--- src/rtl/ors_pkg.sv ---
// Package with the shared types and constants of the record stack drain unit.
package ors_pkg;

    localparam int unsigned DATA_W      = 64;
    localparam int unsigned CNT_W       = 5;
    localparam logic [CNT_W-1:0] BATCH_CAP     = 5'd16;
    localparam logic [CNT_W-1:0] MAX_BATCH_RST = 5'd4;

    localparam logic OP_PUSH  = 1'b0;
    localparam logic OP_DRAIN = 1'b1;

    typedef enum logic [1:0] {
        ST_IDLE,
        ST_POP,
        ST_LOAD
    } t_state;

    typedef struct packed {
        logic push;
        logic start;
        logic pop;
        logic load_rec;
        logic load_hdr;
    } t_cmd;

    typedef struct packed {
        logic more;
        logic out_free;
    } t_sts;

endpackage

--- src/rtl/ors_if.sv ---
// Handshake interfaces for the input, output and configuration channels.
interface ors_in_if;
    logic        valid;
    logic        ready;
    logic        opcode;
    logic [63:0] entry_data;
    logic        reserve_slot;
    modport source (output valid, opcode, entry_data, reserve_slot, input ready);
    modport sink (input valid, opcode, entry_data, reserve_slot, output ready);
endinterface

interface ors_out_if;
    logic        valid;
    logic        ready;
    logic        is_header;
    logic [63:0] record_data;
    logic [4:0]  header_count;
    logic [4:0]  popped;
    logic        last;
    modport source (output valid, is_header, record_data, header_count, popped, last,
                    input ready);
    modport sink (input valid, is_header, record_data, header_count, popped, last,
                  output ready);
endinterface

interface ors_cfg_if;
    logic       valid;
    logic       ready;
    logic [4:0] data;
    modport source (output valid, data, input ready);
    modport sink (input valid, data, output ready);
endinterface

--- src/rtl/overwriting_record_stack_drain_unit.sv ---
// Top level of the overwriting record stack with batch drain.
// The input channel takes one item per handshake: opcode 0 pushes entry_data
// onto a ring of DEPTH records, overwriting the oldest record when the ring
// is full; opcode 1 drains up to max_batch (capped at 16) minus reserve_slot
// records, newest first. A push gives no result.
// A drain gives one output item per popped record followed by one header item
// with is_header and last set, carrying popped and header_count.
// Each record goes through ST_POP for the RAM read and ST_LOAD to load the
// output register. Input ready is high only between drains. The output
// register holds its item while the receiver stalls, and the pop sequence
// waits for it. The configuration channel is always ready and writes
// max_batch; write it only while the unit is idle.
// Reset clears the head pointer, the fill count and the output valid, and
// sets max_batch to 4; record contents are undefined until pushed.
module overwriting_record_stack_drain_unit #(
    parameter int DEPTH        = 16,
    parameter int RECORD_BYTES = 8
) (
    input  logic   i_clk,
    input  logic   i_rst_n,
    ors_in_if.sink     i_in_ch,
    ors_out_if.source  o_out_ch,
    ors_cfg_if.sink    i_cfg_ch
);
    ors_pkg::t_cmd w_cmd;
    ors_pkg::t_sts w_sts;

    assign i_cfg_ch.ready = 1'b1;

    ors_ctrl u_ctrl (
        .i_clk      (i_clk),
        .i_rst_n    (i_rst_n),
        .i_in_valid (i_in_ch.valid),
        .i_opcode   (i_in_ch.opcode),
        .i_sts      (w_sts),
        .o_in_ready (i_in_ch.ready),
        .o_cmd      (w_cmd)
    );

    ors_dp #(
        .DEPTH        (DEPTH),
        .RECORD_BYTES (RECORD_BYTES)
    ) u_dp (
        .i_clk          (i_clk),
        .i_rst_n        (i_rst_n),
        .i_cmd          (w_cmd),
        .o_sts          (w_sts),
        .i_entry_data   (i_in_ch.entry_data),
        .i_reserve_slot (i_in_ch.reserve_slot),
        .i_cfg_valid    (i_cfg_ch.valid),
        .i_cfg_data     (i_cfg_ch.data),
        .i_out_ready    (o_out_ch.ready),
        .o_out_valid    (o_out_ch.valid),
        .o_is_header    (o_out_ch.is_header),
        .o_record_data  (o_out_ch.record_data),
        .o_header_count (o_out_ch.header_count),
        .o_popped       (o_out_ch.popped),
        .o_last         (o_out_ch.last)
    );
endmodule

--- src/rtl/ors_ram.sv ---
// Generic single write port RAM with a registered read port.
module ors_ram #(
    parameter int WIDTH = 64,
    parameter int DEPTH = 16
) (
    input  logic                     i_clk,
    input  logic                     i_we,
    input  logic [$clog2(DEPTH)-1:0] i_waddr,
    input  logic [WIDTH-1:0]         i_wdata,
    input  logic [$clog2(DEPTH)-1:0] i_raddr,
    output logic [WIDTH-1:0]         o_rdata
);
    logic [WIDTH-1:0] r_mem [DEPTH];

    always_ff @(posedge i_clk) begin
        if (i_we) begin
            r_mem[i_waddr] <= i_wdata;
        end
        o_rdata <= r_mem[i_raddr];
    end
endmodule

--- src/rtl/ors_ctrl.sv ---
// Controller state machine that sequences pushes, pops and the drain header.
module ors_ctrl (
    input  logic          i_clk,
    input  logic          i_rst_n,
    input  logic          i_in_valid,
    input  logic          i_opcode,
    input  ors_pkg::t_sts i_sts,
    output logic          o_in_ready,
    output ors_pkg::t_cmd o_cmd
);
    ors_pkg::t_state r_state, n_state;

    always_ff @(posedge i_clk) begin
        if (!i_rst_n) begin
            r_state <= ors_pkg::ST_IDLE;
        end else begin
            r_state <= n_state;
        end
    end

    always_comb begin
        n_state    = r_state;
        o_cmd      = '0;
        o_in_ready = 1'b0;
        case (r_state)
            ors_pkg::ST_IDLE: begin
                o_in_ready = 1'b1;
                if (i_in_valid) begin
                    if (i_opcode == ors_pkg::OP_PUSH) begin
                        o_cmd.push = 1'b1;
                    end else begin
                        o_cmd.start = 1'b1;
                        n_state     = ors_pkg::ST_POP;
                    end
                end
            end
            ors_pkg::ST_POP: begin
                if (i_sts.out_free) begin
                    if (i_sts.more) begin
                        o_cmd.pop = 1'b1;
                        n_state   = ors_pkg::ST_LOAD;
                    end else begin
                        o_cmd.load_hdr = 1'b1;
                        n_state        = ors_pkg::ST_IDLE;
                    end
                end
            end
            ors_pkg::ST_LOAD: begin
                o_cmd.load_rec = 1'b1;
                n_state        = ors_pkg::ST_POP;
            end
            default: begin
                n_state = ors_pkg::ST_IDLE;
            end
        endcase
    end
endmodule

--- src/rtl/ors_dp.sv ---
// Datapath with the record ring, head pointer, counters and the output register.
module ors_dp #(
    parameter int DEPTH        = 16,
    parameter int RECORD_BYTES = 8
) (
    input  logic                        i_clk,
    input  logic                        i_rst_n,
    input  ors_pkg::t_cmd               i_cmd,
    output ors_pkg::t_sts               o_sts,
    input  logic [ors_pkg::DATA_W-1:0]  i_entry_data,
    input  logic                        i_reserve_slot,
    input  logic                        i_cfg_valid,
    input  logic [ors_pkg::CNT_W-1:0]   i_cfg_data,
    input  logic                        i_out_ready,
    output logic                        o_out_valid,
    output logic                        o_is_header,
    output logic [ors_pkg::DATA_W-1:0]  o_record_data,
    output logic [ors_pkg::CNT_W-1:0]   o_header_count,
    output logic [ors_pkg::CNT_W-1:0]   o_popped,
    output logic                        o_last
);
    localparam int PW = $clog2(DEPTH);
    localparam int FW = $clog2(DEPTH + 1);
    localparam int RW = 8 * RECORD_BYTES;

    logic [PW-1:0]                r_head;
    logic [FW-1:0]                r_fill;
    logic [ors_pkg::CNT_W-1:0]    r_max_batch;
    logic [ors_pkg::CNT_W-1:0]    r_limit;
    logic [ors_pkg::CNT_W-1:0]    r_popped;
    logic                         r_reserve;
    logic [PW-1:0]                n_head_inc;
    logic [PW-1:0]                n_head_dec;
    logic [ors_pkg::CNT_W-1:0]    n_cap;
    logic [ors_pkg::CNT_W-1:0]    n_limit;
    logic [RW-1:0]                w_rdata;

    assign n_head_inc = (r_head == PW'(DEPTH - 1)) ? '0 : r_head + 1'b1;
    assign n_head_dec = (r_head == '0) ? PW'(DEPTH - 1) : r_head - 1'b1;
    assign n_cap      = (r_max_batch > ors_pkg::BATCH_CAP) ? ors_pkg::BATCH_CAP : r_max_batch;
    assign n_limit    = (n_cap > ors_pkg::CNT_W'(i_reserve_slot))
                        ? n_cap - ors_pkg::CNT_W'(i_reserve_slot) : '0;

    assign o_sts.more     = (r_popped < r_limit) && (r_fill != '0);
    assign o_sts.out_free = !o_out_valid || i_out_ready;

    ors_ram #(
        .WIDTH (RW),
        .DEPTH (DEPTH)
    ) u_ram (
        .i_clk   (i_clk),
        .i_we    (i_cmd.push),
        .i_waddr (r_head),
        .i_wdata (i_entry_data[RW-1:0]),
        .i_raddr (n_head_dec),
        .o_rdata (w_rdata)
    );

    always_ff @(posedge i_clk) begin
        if (!i_rst_n) begin
            r_head      <= '0;
            r_fill      <= '0;
            r_max_batch <= ors_pkg::MAX_BATCH_RST;
            o_out_valid <= 1'b0;
        end else begin
            if (i_cfg_valid) begin
                r_max_batch <= i_cfg_data;
            end
            if (i_cmd.push) begin
                r_head <= n_head_inc;
                if (r_fill != FW'(DEPTH)) begin
                    r_fill <= r_fill + 1'b1;
                end
            end else if (i_cmd.pop) begin
                r_head <= n_head_dec;
                r_fill <= r_fill - 1'b1;
            end
            if (i_cmd.load_rec || i_cmd.load_hdr) begin
                o_out_valid <= 1'b1;
            end else if (i_out_ready) begin
                o_out_valid <= 1'b0;
            end
        end
    end

    always_ff @(posedge i_clk) begin
        if (i_cmd.start) begin
            r_reserve <= i_reserve_slot;
            r_limit   <= n_limit;
            r_popped  <= '0;
        end else if (i_cmd.pop) begin
            r_popped <= r_popped + 1'b1;
        end
        if (i_cmd.load_rec) begin
            o_is_header    <= 1'b0;
            o_record_data  <= ors_pkg::DATA_W'(w_rdata);
            o_header_count <= '0;
            o_popped       <= '0;
            o_last         <= 1'b0;
        end else if (i_cmd.load_hdr) begin
            o_is_header    <= 1'b1;
            o_record_data  <= '0;
            o_header_count <= r_popped + ors_pkg::CNT_W'(r_reserve);
            o_popped       <= r_popped;
            o_last         <= 1'b1;
        end
    end
endmodule

--- src/flat_wrapper.sv ---
// flat-port wrapper written by rule: the top's interface ports become plain ports
module overwriting_record_stack_drain_unit_flat 
#(
    parameter int DEPTH        = 16,
    parameter int RECORD_BYTES = 8
)
  (i_clk, i_rst_n, i_in_ch_valid, i_in_ch_opcode, i_in_ch_entry_data, i_in_ch_reserve_slot, i_in_ch_ready, o_out_ch_valid, o_out_ch_is_header, o_out_ch_record_data, o_out_ch_header_count, o_out_ch_popped, o_out_ch_last, o_out_ch_ready, i_cfg_ch_valid, i_cfg_ch_data, i_cfg_ch_ready);
  ors_in_if i_in_ch_i ();
  ors_out_if o_out_ch_i ();
  ors_cfg_if i_cfg_ch_i ();
  input  logic i_clk;
  input  logic i_rst_n;
  input wire logic [$bits(i_in_ch_i.valid)-1:0] i_in_ch_valid;
  input wire logic [$bits(i_in_ch_i.opcode)-1:0] i_in_ch_opcode;
  input wire logic [$bits(i_in_ch_i.entry_data)-1:0] i_in_ch_entry_data;
  input wire logic [$bits(i_in_ch_i.reserve_slot)-1:0] i_in_ch_reserve_slot;
  output wire logic [$bits(i_in_ch_i.ready)-1:0] i_in_ch_ready;
  output wire logic [$bits(o_out_ch_i.valid)-1:0] o_out_ch_valid;
  output wire logic [$bits(o_out_ch_i.is_header)-1:0] o_out_ch_is_header;
  output wire logic [$bits(o_out_ch_i.record_data)-1:0] o_out_ch_record_data;
  output wire logic [$bits(o_out_ch_i.header_count)-1:0] o_out_ch_header_count;
  output wire logic [$bits(o_out_ch_i.popped)-1:0] o_out_ch_popped;
  output wire logic [$bits(o_out_ch_i.last)-1:0] o_out_ch_last;
  input wire logic [$bits(o_out_ch_i.ready)-1:0] o_out_ch_ready;
  input wire logic [$bits(i_cfg_ch_i.valid)-1:0] i_cfg_ch_valid;
  input wire logic [$bits(i_cfg_ch_i.data)-1:0] i_cfg_ch_data;
  output wire logic [$bits(i_cfg_ch_i.ready)-1:0] i_cfg_ch_ready;
  assign i_in_ch_i.valid = i_in_ch_valid;
  assign i_in_ch_i.opcode = i_in_ch_opcode;
  assign i_in_ch_i.entry_data = i_in_ch_entry_data;
  assign i_in_ch_i.reserve_slot = i_in_ch_reserve_slot;
  assign i_in_ch_ready = i_in_ch_i.ready;
  assign o_out_ch_valid = o_out_ch_i.valid;
  assign o_out_ch_is_header = o_out_ch_i.is_header;
  assign o_out_ch_record_data = o_out_ch_i.record_data;
  assign o_out_ch_header_count = o_out_ch_i.header_count;
  assign o_out_ch_popped = o_out_ch_i.popped;
  assign o_out_ch_last = o_out_ch_i.last;
  assign o_out_ch_i.ready = o_out_ch_ready;
  assign i_cfg_ch_i.valid = i_cfg_ch_valid;
  assign i_cfg_ch_i.data = i_cfg_ch_data;
  assign i_cfg_ch_ready = i_cfg_ch_i.ready;
  overwriting_record_stack_drain_unit #(.DEPTH(DEPTH), .RECORD_BYTES(RECORD_BYTES)) u_core (.i_clk(i_clk), .i_rst_n(i_rst_n), .i_in_ch(i_in_ch_i), .o_out_ch(o_out_ch_i), .i_cfg_ch(i_cfg_ch_i));
endmodule
--- config.mk ---
export PLATFORM = sky130hd
export DESIGN_NAME = overwriting_record_stack_drain_unit_flat
export DESIGN_NICKNAME = d
export VERILOG_FILES = /design/src/rtl/ors_pkg.sv /design/src/rtl/ors_if.sv /design/src/rtl/overwriting_record_stack_drain_unit.sv /design/src/rtl/ors_ram.sv /design/src/rtl/ors_ctrl.sv /design/src/rtl/ors_dp.sv /design/src/flat_wrapper.sv
export SDC_FILE = /design/constraint.sdc
export NUM_CORES = 1
export LEC_CHECK = 0
export BUFFER_PORTS_ARGS = -buffer_cell sky130_fd_sc_hd__clkbuf_2
export CAP_MARGIN = 20
export CORE_ASPECT_RATIO = 1.5
export CORE_MARGIN = 5
export CORE_UTILIZATION = 32
export CTS_CLUSTER_SIZE = 12
export DETAILED_ROUTE_END_ITERATION = 10
export MAX_ROUTING_LAYER = met4
export PLACE_DENSITY = 0.44
export SYNTH_ARGS = -nofsm -noshare
export SYNTH_HDL_FRONTEND = slang
export SYNTH_SLANG_ARGS = --single-unit
--- constraint.sdc ---
create_clock -name i_clk -period 7.45 [get_ports i_clk]
set_input_delay 1.49 -clock i_clk [delete_from_list [all_inputs] [get_ports i_clk]]
set_output_delay 1.49 -clock i_clk [all_outputs]
set_load 0.1 [all_outputs]
==> results of run 1 <==
[layout make-up]
cell class                 count  area, um^2
fill                       12811       88100
sequential                  1191       34800
multi-input combinational    717        9580
clock buffer                 194        3300
tap                         1870        2340
timing repair buffer         190        1150
clock inverter                22         198
inverter                      14        52.6
antenna                       10        25.0
[state kept, by name, summed over array words and instances (netlist names)]
| name | cells |
|---|---|
| u_core.u_dp.r_max_batch | 5 |
| u_core.u_ctrl.r_state | 2 |
| u_core.u_dp.o_popped | 5 |
| u_core.u_dp.o_out_valid | 1 |
| u_core.u_dp.r_limit | 5 |
| u_core.u_dp.r_fill | 5 |
| u_core.u_dp.r_popped | 5 |
| u_core.u_dp.o_record_data | 64 |
| u_core.u_dp.u_ram.o_rdata | 64 |
| u_core.u_dp.o_last | 1 |
| u_core.u_dp.o_header_count | 5 |
| u_core.u_dp.r_reserve | 1 |
| u_core.u_dp.u_ram.r_mem | 1024 |
| u_core.u_dp.r_head | 4 |
[synthesized netlist by cell type (all sizes together) (2+ instances only)]
library cell | number | area, um^2
buf | 53 | 435
o21ai | 14 | 70.1
and3 | 2 | 12.5
nand2b | 5 | 31.3
o21a | 2 | 15.0
ha | 17 | 213
xnor2 | 4 | 35.0
nor2b | 8 | 50.1
nand2 | 29 | 109
a31o | 2 | 17.5
mux4 | 256 | 5770
a21boi | 2 | 15.0
nor3 | 7 | 35.0
a21o | 3 | 22.5
a21oi | 19 | 106
xor2 | 2 | 17.5
edfxtp | 1094 | 32900
mux2i | 205 | 2050
dfxtp | 97 | 1940
and2 | 65 | 407
a211oi | 4 | 30.0
nand3b | 2 | 15.0
clkbuf | 44 | 165
inv | 13 | 48.8
nand4 | 2 | 12.5
a31oi | 4 | 31.3
nor2 | 30 | 120
nand3 | 17 | 85.1
[per-stage QoR]
step / area (um^2) / instances / util, %
after floorplan: 44900 / 2019 / -
after global placement: 47900 / 3980 / 34.3
after detailed placement: 47900 / 3981 / 34.3
after CTS: 51400 / 4197 / 36.8
after global routing: 51400 / 4208 / 36.9
final: 51400 / 4208 / 36.9
[tightest hold or removal path: stages (launching register included)]
cell     delay [ns]
dfxtp_1        0.31
o21ai_0        0.07
a21oi_1        0.06
[path summary, 6_finish.rpt]
path                                          startpoint                              to  slack [ns]  cells past startpoint
worst min-delay path             u_core.u_dp.o_popped[1]         u_core.u_dp.o_popped[1]        0.49                      2
worst min register to register   u_core.u_dp.o_popped[1]         u_core.u_dp.o_popped[1]        0.49                      2
worst max-delay path                      i_in_ch_opcode  u_core.u_dp.u_ram.r_mem[8][46]        3.31                      6
worst max register to register  u_core.u_ctrl.r_state[0]  u_core.u_dp.u_ram.r_mem[8][46]        3.63                      6
[power groups by stage]
stage	Sequential, mW	Clock (mW)	Combinational, mW
detailed placement	7.84	0	2.13
floorplan	8.11	0	1.18
CTS	7.70	5.72	2.14
global route	7.72	6.01	2.23
global placement	7.84	0	2.12
finish	7.70	5.52	2.08
[cell families after synthesis]
logic type | Yosys count
DFF | 1191
muxes | 462
and+or+nand+nor | 172
buffers and inverters | 111
AOI/OAI and AO/OA | 58
adders and majority gates | 18
xor gates and xnor gates | 6
other | 1
[layer usage]
layer	part of all wire, %	track usage, %	up-vias
li1	-	-	8752
met1	44	18.4	10741
met2	50	23.4	384
met3	4.6	2.79	120
met4	1.8	3.65	0
met5	0	-	-
==> results.py, run 1 <==
metrics = {
    "setup_path": {
        "path_max_fanout": 40,
        "cpMaxStageDelayCell": "nor2_4",
        "crit_type": "in2reg",
        "critical_path.startpoint_type": "input port",
        "crit_buf_inv": 3,
        "crit_required_ns": 7.77,
        "worstPathArrival_ns": 4.45,
        "end_kind": "flip-flop",
        "slowest_delay_ns": 0.88,
        "worst_path_dominant_cell_family": "simple AND/OR/NAND/NOR gates",
        "cp_cell_sequence": "clkbuf_2 > nand3b_1 > clkinv_1 > nand2_1 > nor2_4 > buf_4",
    },
    "yosys": {
        "synthArstFlopShare_pct": 0,
        "syn_nets": 2113,
        "synth-simple-area-share_pct": 2.05,
        "postSynthCellCount": 2019,
        "synth_top_family_by_area": "multiplexers",
        "synthAdderAreaFrac_pct": 0.519,
        "ys.flop_type": "edfxtp_1",
        "synth_cell_types": 53,
        "synth-seq-area-share_pct": 77.5,
        "synth-seq-cells": 1191,
        "synth_edf_count": 1094,
        "synth_mux_area_share_pct": 17.4,
        "syn_area_um2": 44900,
        "synth_xor_xnor_area_share_pct": 0.117,
        "syn_avg_cell_area_um2": 22.2,
        "synth-compound-area-share_pct": 0.878,
        "ys_warn_count": 0,
    },
    "clocking": {
        "htreeDepth": 3,
        "root_buffer": "clkbuf_16",
        "cts_setup_buffers": 0,
        "cts_resized": 0,
        "cts_inserted_buffers": 116,
        "insertion_delay_ns": 0.71,
        "hold_buffers": 0,
        "cts_tree": "built",
        "clockBufferDepth": 3,
        "clock_sinks": 1191,
        "clk_pin_slew_ns": 0.06,
    },
    "power": {
        "power_frac_seq_pct": 50.3,
        "finalPower_mw": 15.3,
        "internal_power_mw": 11.4,
        "power.density_nw_per_um2": 297,
        "clkPwrFrac_pct": 36.1,
        "leakagePower_nw": 15.8,
        "power_switching_share_pct": 25.6,
        "power_frac_comb_pct": 13.6,
        "p_switching_mw": 3.92,
        "peakVddDrop_mv": 0.196,
    },
    "finish": {
        "final_cell_mix": "edfxtp_1 (1094), mux4_2 (256), mux2i_1 (205)",
        "area_growth_pct": 14.6,
        "layout_commonest_cell": "edfxtp_1",
        "drive_gt1_share_pct": 26.5,
        "fin_nets": 2324,
    },
    "timing": {
        "fmax_ghz": 0.242,
        "worst_slew_pin_slew_ns": 1.17,
        "drv_slew": 0,
        "final.setup_skew_ns": 0.0297,
        "setup_tns_ns": 0,
        "rsz0062_at_grt": "false",
        "hold_viol": 0,
        "setup_violations": 0,
        "worst_slack_ns": 3.31,
        "post-route-min-period_ns": 4.14,
        "hold_slack_ns": 0.487,
        "timing.final.crit_share_pct": 55.5,
        "relSlewSlack_pct": 21.9,
    },
    "detailed_routing": {
        "first_pass_iters": 5,
        "vias": 19997,
        "routed_via_density": 4.75,
        "detail_route.wl_per_cell_um": 24.5,
        "drt-total-wl_um": 103000,
        "drtIter0Drc": 1229,
        "antenna_left": 0,
        "drc": 0,
    },
    "die": {
        "die_h_um": 469,
        "rows": 168,
        "chipWidth_um": 316,
        "coreArea_um2": 140000,
        "dieArea_um2": 148000,
        "ios": 155,
        "initial_core_util_pct": 32.2,
    },
    "hold_path": {
        "hp-class": "reg2reg",
    },
    "global_routing": {
        "grt_max_degree": 150,
        "overflow": 0,
        "grt_usage_pct": 14.3,
        "grt_antenna_before_repair": 12,
        "grt_pass1_vias": 21727,
        "grt_pass1_wl_um": 151000,
    },
    "outcome": {
        "status": "finished clean",
    },
    "place": {
        "gp_congestion": 0.726,
        "io_buffer_count": 153,
        "dpl.hpwl_um": 57700,
        "dpl_worst_slack_ns": 2.53,
    },
    "run": {
        "maxCapViolCount": 0,
    },
}
Power figures use the tool's default switching activity.
==> inputs of run 2 (changes only) <==
Clock period 7.45 ns to 3.9 ns, I/O delays scaled along.
==> results.py, run 2 (synthesized netlist as in run 1, its figures left out) <==
metrics = {
    "detailed_routing": {
        "vias": 20363,
        "routed_via_density": 4.78,
        "antenna_left": 0,
        "detail_route.wl_per_cell_um": 24.8,
        "drc": 0,
        "first_pass_iters": 4,
        "drt-total-wl_um": 106000,
        "drtIter0Drc": 1439,
    },
    "timing": {
        "fmax_ghz": 0.336,
        "drv_slew": 0,
        "setup_tns_ns": 0,
        "timing.final.crit_share_pct": 76.4,
        "post-route-min-period_ns": 2.98,
        "hold_viol": 0,
        "final.setup_skew_ns": 0.0266,
        "relSlewSlack_pct": 42.9,
        "rsz0062_at_grt": "false",
        "setup_violations": 0,
        "worst_slew_pin_slew_ns": 0.854,
    },
    "hold_path": {
        "hold_path_depth": 1,
        "hp-class": "in2reg",
        "min_to": "u_core.u_dp.r_reserve",
        "hold_path_startpoint": "i_in_ch_reserve_slot",
    },
    "power": {
        "clkPwrFrac_pct": 36.6,
        "leakagePower_nw": 16.2,
        "power_frac_seq_pct": 49.8,
        "peakVddDrop_mv": 0.420,
        "power_switching_share_pct": 25.4,
        "power.density_nw_per_um2": 563,
        "power_frac_comb_pct": 13.5,
        "internal_power_mw": 22.0,
        "p_switching_mw": 7.51,
    },
    "finish": {
        "multi_input_area_um2": 9610,
        "nFillCells": 12807,
        "seqCellArea_um2": 34800,
        "final-instance-count-excl-fill": 4262,
        "largest_reg_flops": 1024,
        "area_growth_pct": 16.9,
        "reg_top3": "u_core.u_dp.u_ram.r_mem (1024), u_core.u_dp.o_record_data (64), u_core.u_dp.u_ram.o_rdata (64)",
        "final_cell_mix": "edfxtp_1 (1094), mux4_2 (256), mux2i_1 (205)",
        "drive_gt1_share_pct": 27.9,
        "fin_area_um2": 52400,
        "layout_commonest_cell": "edfxtp_1",
        "fin_nets": 2372,
        "max_flop_register": "u_core.u_dp.u_ram.r_mem",
    },
    "clocking": {
        "cts_tree": "built",
        "cts_setup_buffers": 0,
        "insertion_delay_ns": 0.74,
        "clock_sinks": 1191,
        "clk_pin_slew_ns": 0.06,
        "hold_buffers": 0,
        "cts_inserted_buffers": 119,
        "root_buffer": "clkbuf_16",
        "htreeDepth": 3,
        "clockBufferDepth": 3,
        "cts_resized": 0,
    },
    "global_routing": {
        "grt_pass1_wl_um": 155000,
        "grt_max_degree": 65,
        "grt_usage_pct": 14.7,
        "overflow": 0,
        "grt_pass1_vias": 22056,
        "grt_antenna_before_repair": 15,
    },
    "run": {
        "maxCapViolCount": 0,
    },
    "die": {
        "ios": 155,
        "die_h_um": 469,
        "coreArea_um2": 140000,
        "initial_core_util_pct": 32.2,
        "dieArea_um2": 148000,
        "rows": 168,
        "chipWidth_um": 316,
    },
    "place": {
        "dpl.hpwl_um": 57600,
        "gp_congestion": 0.726,
        "io_buffer_count": 153,
        "placed_area_um2": 48700,
        "dp.cells": 4027,
    },
    "setup_path": {
        "crit_required_ns": 4.49,
        "cpMaxStageDelayCell": "dfxtp_1",
        "path_max_fanout": 25,
        "r2r-end": "u_core.u_dp.u_ram.o_rdata[33]",
        "slowest_delay_ns": 0.77,
        "critical_path.startpoint_type": "flip-flop",
        "end_kind": "flip-flop",
        "crit_type": "reg2reg",
        "worstPathArrival_ns": 3.57,
        "reg2reg_from": "u_core.u_dp.r_head[3]",
        "worst_path_dominant_cell_family": "flip-flops",
        "rr_worst_depth": 6,
        "cp_cell_sequence": "nand2b_1 > o32ai_4 > buf_12 > buf_4 > mux2i_1 > mux2i_1",
        "r2r_slack_ns": 0.92,
        "crit_top_cell": "mux2i_1",
        "crit_buf_inv": 2,
    },
    "outcome": {
        "status": "finished clean",
    },
}
-- run 2: cell count changes in the layout (fill, tap and decap cells not counted), moves of 2 or more --
cell	delta
buf_12	+40
clkbuf_1	-3
nor3_4	+4
buf_16	-2
clkinv_16	+3
buf_4	+7
nor3_2	-4
diode_2	+2
clkinv_1	+7
clkbuf_16	+4
clkinv_2	-2
-- run 2: cell type report --
type	count	area share [%]
well taps	1870	4.46
multi-input cells	717	18.3
flip-flops and latches	1191	66.3
repair buffers	235	3.71
clock buffers	193	6.42
inverters	14	0.100
diodes	12	0.0573
clock inverters	30	0.589
-- run 2: worst max path at each step --
stage	start	end	slack, ns	cells after the start
after global routing	u_core.u_dp.r_head[3]	u_core.u_dp.u_ram.o_rdata[33]	0.76	6
after global placement	u_core.u_dp.r_head[3]	u_core.u_dp.u_ram.o_rdata[43]	0.83	7
after detailed placement	i_in_ch_opcode	u_core.u_dp.u_ram.r_mem[0][1]	0.83	7
after CTS	u_core.u_dp.r_head[3]	u_core.u_dp.u_ram.o_rdata[43]	0.84	7
after floorplan	u_core.u_ctrl.r_state[1]	u_core.u_dp.u_ram.r_mem[7][0]	-0.07	5
final	u_core.u_dp.r_head[3]	u_core.u_dp.u_ram.o_rdata[33]	0.92	6
-- run 2: metal layers --
metal  share of wire (%)  track usage (%)  up-vias
met5                   0                -        -
met4                 2.1             4.17        0
met3                 4.0             2.39      121
met2                  50             24.1      389
met1                  44             19.1    10995
li1                    -                -     8858
-- run 2: power groups by stage --
stage / sequential, mW / clock (mW) / combinational (mW)
3_3_place_gp: 15.0 / 0 / 4.06
2_1_floorplan: 15.5 / 0 / 2.26
5_1_grt: 14.8 / 11.8 / 4.31
4_1_cts: 14.7 / 11.2 / 4.11
6_report: 14.7 / 10.8 / 4.00
3_5_place_dp: 15.0 / 0 / 4.09
-- run 2: worst register-to-register path, delay by kind of cell, from the launching register on --
family	cells	cell delay, ns
buffers and inverters	2	0.62
AND/OR/NAND/NOR	1	0.45
multiplexers	2	0.30
flip-flops	1	0.77
AO/OA/AOI/OAI	1	0.70
-- run 2: metrics by stage --
stage | hold slack, ns | utilization (%) | power [mW] | setup WS, ns
finish | 0.260 | 37.6 | 29.6 | 0.922
global placement | 0.469 | 34.9 | 19.1 | 0.835
detailed placement | 0.474 | 34.9 | 19.1 | 0.826
global route | 0.222 | 37.6 | 30.8 | 0.757
CTS | 0.186 | 37.6 | 30.1 | 0.838
floorplan | 0.455 | - | 17.7 | -0.0708
==> inputs of run 3 (changes only) <==
Settings changed: ABC_AREA set to 1.
Clock period 3.9 ns to 2.75 ns, I/O delays scaled along.
==> results.py, run 3 <==
metrics = {
    "outcome": {
        "status": "finished clean",
    },
    "die": {
        "chipWidth_um": 331,
        "ios": 155,
        "coreArea_um2": 155000,
        "rows": 177,
        "initial_core_util_pct": 32.1,
        "die_h_um": 492,
        "dieArea_um2": 163000,
    },
    "global_routing": {
        "grt_max_degree": 109,
        "overflow": 0,
        "grt_antenna_before_repair": 4,
        "grt_pass1_wl_um": 216000,
        "grt_usage_pct": 17.9,
        "grt_pass1_vias": 32434,
    },
    "place": {
        "placed_area_um2": 54000,
        "io_buffer_count": 153,
        "dpl.hpwl_um": 81700,
        "dp.cells": 6571,
        "gp_congestion": 0.747,
    },
    "detailed_routing": {
        "wl_met2_um": 74500,
        "drt-total-wl_um": 146000,
        "antenna_left": 0,
        "routed_via_density": 4.78,
        "detail_route.wl_per_cell_um": 21.4,
        "wl_met1_um": 61900,
        "vias": 32503,
        "drc": 0,
        "first_pass_iters": 5,
        "drtIter0Drc": 2026,
        "top_layer": "met4",
        "wl_met3_um": 5620,
    },
    "setup_path": {
        "reg2reg_from": "u_core.u_dp.r_head[1]",
        "crit_required_ns": 2.20,
        "r2r_slack_ns": 0.54,
        "end_kind": "primary output",
        "crit_type": "reg2out",
        "crit_buf_inv": 3,
        "slowest_delay_ns": 0.46,
        "path_max_fanout": 3,
        "r2r-end": "u_core.u_dp.u_ram.o_rdata[59]",
        "cp_cell_sequence": "inv_2 > nand2_4 > clkinvlp_4 > clkbuf_2",
        "rr_worst_depth": 9,
        "cpMaxStageDelayCell": "clkbuf_2",
        "critical_path.startpoint_type": "flip-flop",
        "worstPathArrival_ns": 1.78,
        "worst_path_dominant_cell_family": "buffers and inverters",
    },
    "timing": {
        "final.setup_skew_ns": 0.0326,
        "hold_viol": 0,
        "fmax_ghz": 0.429,
        "relSlewSlack_pct": 39.3,
        "post-route-min-period_ns": 2.33,
        "setup_violations": 0,
        "worst_slew_pin_slew_ns": 0.910,
        "rsz0062_at_grt": "false",
        "timing.final.crit_share_pct": 84.8,
        "drv_slew": 0,
    },
    "clocking": {
        "root_buffer": "clkbuf_16",
        "hold_buffers": 4,
        "htreeDepth": 3,
        "clockBufferDepth": 3,
        "cts_inserted_buffers": 120,
        "cts_resized": 0,
        "cts_tree": "built",
        "clock_sinks": 1191,
        "clk_pin_slew_ns": 0.06,
        "cts_setup_buffers": 0,
        "insertion_delay_ns": 0.77,
    },
    "hold_path": {
        "hp-class": "in2reg",
        "hold_path_depth": 2,
        "hold_path_startpoint": "i_cfg_ch_valid",
        "min_to": "u_core.u_dp.r_max_batch[2]",
    },
    "yosys": {
        "yosysTopAreaCellShare_pct": 66.2,
        "syn_area_um2": 49600,
        "yosysTopAreaCell": "edfxtp_1",
        "synth_edf_count": 1094,
        "syn_nets": 4598,
        "synth-seq-area-share_pct": 70.1,
        "postSynthCellCount": 4504,
        "yosysMostFrequentCell": "nand2_1",
        "synth-seq-cells": 1191,
        "synth_cell_types": 28,
        "ys_warn_count": 0,
        "synthArstFlopShare_pct": 0,
        "synth_area_leaders": "edfxtp_1 (66%), nand3_1 (11%), nand2_1 (8.7%), dfxtp_1 (3.9%), inv_1 (3.7%)",
        "ys.flop_type": "edfxtp_1",
        "synthTopCellsByCount": "nand2_1 (1152), edfxtp_1 (1094), nand3_1 (1044)",
        "syn_avg_cell_area_um2": 11.0,
    },
    "finish": {
        "max_flop_register": "u_core.u_dp.u_ram.r_mem",
        "final-instance-count-excl-fill": 6803,
        "layout_commonest_cell": "nand2_1",
        "final_core_util_pct": 37.5,
        "largest_reg_flops": 1024,
        "reg_top3": "u_core.u_dp.u_ram.r_mem (1024), u_core.u_dp.o_record_data (64), u_core.u_dp.u_ram.o_rdata (64)",
        "fin_nets": 4733,
        "area_growth_pct": 16.7,
        "fin_area_um2": 57900,
        "final_cell_mix": "nand2_1 (1147), edfxtp_1 (1094), nand3_1 (1043)",
        "drive_gt1_share_pct": 10.4,
    },
    "power": {
        "finalPower_mw": 50.3,
        "power.density_nw_per_um2": 868,
        "leakagePower_nw": 22.9,
        "peakVddDrop_mv": 0.515,
    },
    "run": {
        "maxCapViolCount": 0,
    },
}
==> run 3: how the worst max path moves through the flow <==
| stage | from | endpoint | slack, ns | depth (start not counted) |
|---|---|---|---|---|
| 6_report | u_core.u_ctrl.r_state[1] | i_in_ch_ready | 0.42 | 4 |
| 5_1_grt | u_core.u_dp.r_popped[1] | u_core.u_dp.r_fill[3] | 0.29 | 11 |
| 4_1_cts | u_core.u_ctrl.r_state[0] | i_in_ch_ready | 0.34 | 4 |
| 3_5_place_dp | i_in_ch_valid | u_core.u_dp.u_ram.r_mem[10][12] | 0.35 | 8 |
| 3_3_place_gp | i_in_ch_valid | u_core.u_dp.u_ram.r_mem[10][11] | 0.34 | 8 |
| 2_1_floorplan | u_core.u_dp.r_head[0] | u_core.u_dp.u_ram.r_mem[10][0] | -0.68 | 8 |
==> run 3: area by class of cell <==
type                            count  area, um^2
Fill cell                       15250       96700
Sequential cell                  1191       34800
Multi-Input combinational cell   2539       11900
Clock buffer                      198        3510
Timing Repair Buffer              298        2940
Tap cell                         2058        2570
Inverter                          489        1860
Clock inverter                     28         358
Antenna cell                        2        5.00
==> run 3: cell families after synthesis <==
family,Yosys count,share of synthesized area [%]
AND/OR/NAND/NOR,2470,22.4
adder cells (fa/ha/maj),18,0.469
AO/OA/AOI/OAI,40,0.411
flip-flops,1191,70.1
XOR/XNOR,10,0.177
other,1,0.00756
buffers and inverters,774,6.36
==> run 3: power by group <==
group | total [mW] | leakage (nW) | switching [mW] | internal, mW
sequential | 21.4 | 10.7 | 0.502 | 20.9
clock | 16.3 | 1.87 | 7.11 | 9.16
combinational | 12.6 | 10.3 | 9.50 | 3.14
total | 50.3 | 22.9 | 17.1 | 33.2
==> run 3: through the flow <==
stage	worst slack (ns)	hold WS, ns	setup TNS (ns)
4_1_cts	0.339	0.0102	0
3_3_place_gp	0.342	0.464	0
6_report	0.418	0.0722	0
5_1_grt	0.294	0.0534	0
2_1_floorplan	-0.683	0.435	-514.31
3_5_place_dp	0.355	0.468	0
==> run 3: layer usage <==
| layer | global-route usage (%) | vias to the layer above |
|---|---|---|
| met3 | 2.27 | 220 |
| met1 | 22.0 | 16086 |
| met2 | 31.1 | 670 |
| met4 | 5.18 | 0 |
| met5 | - | - |
| li1 | - | 15527 |
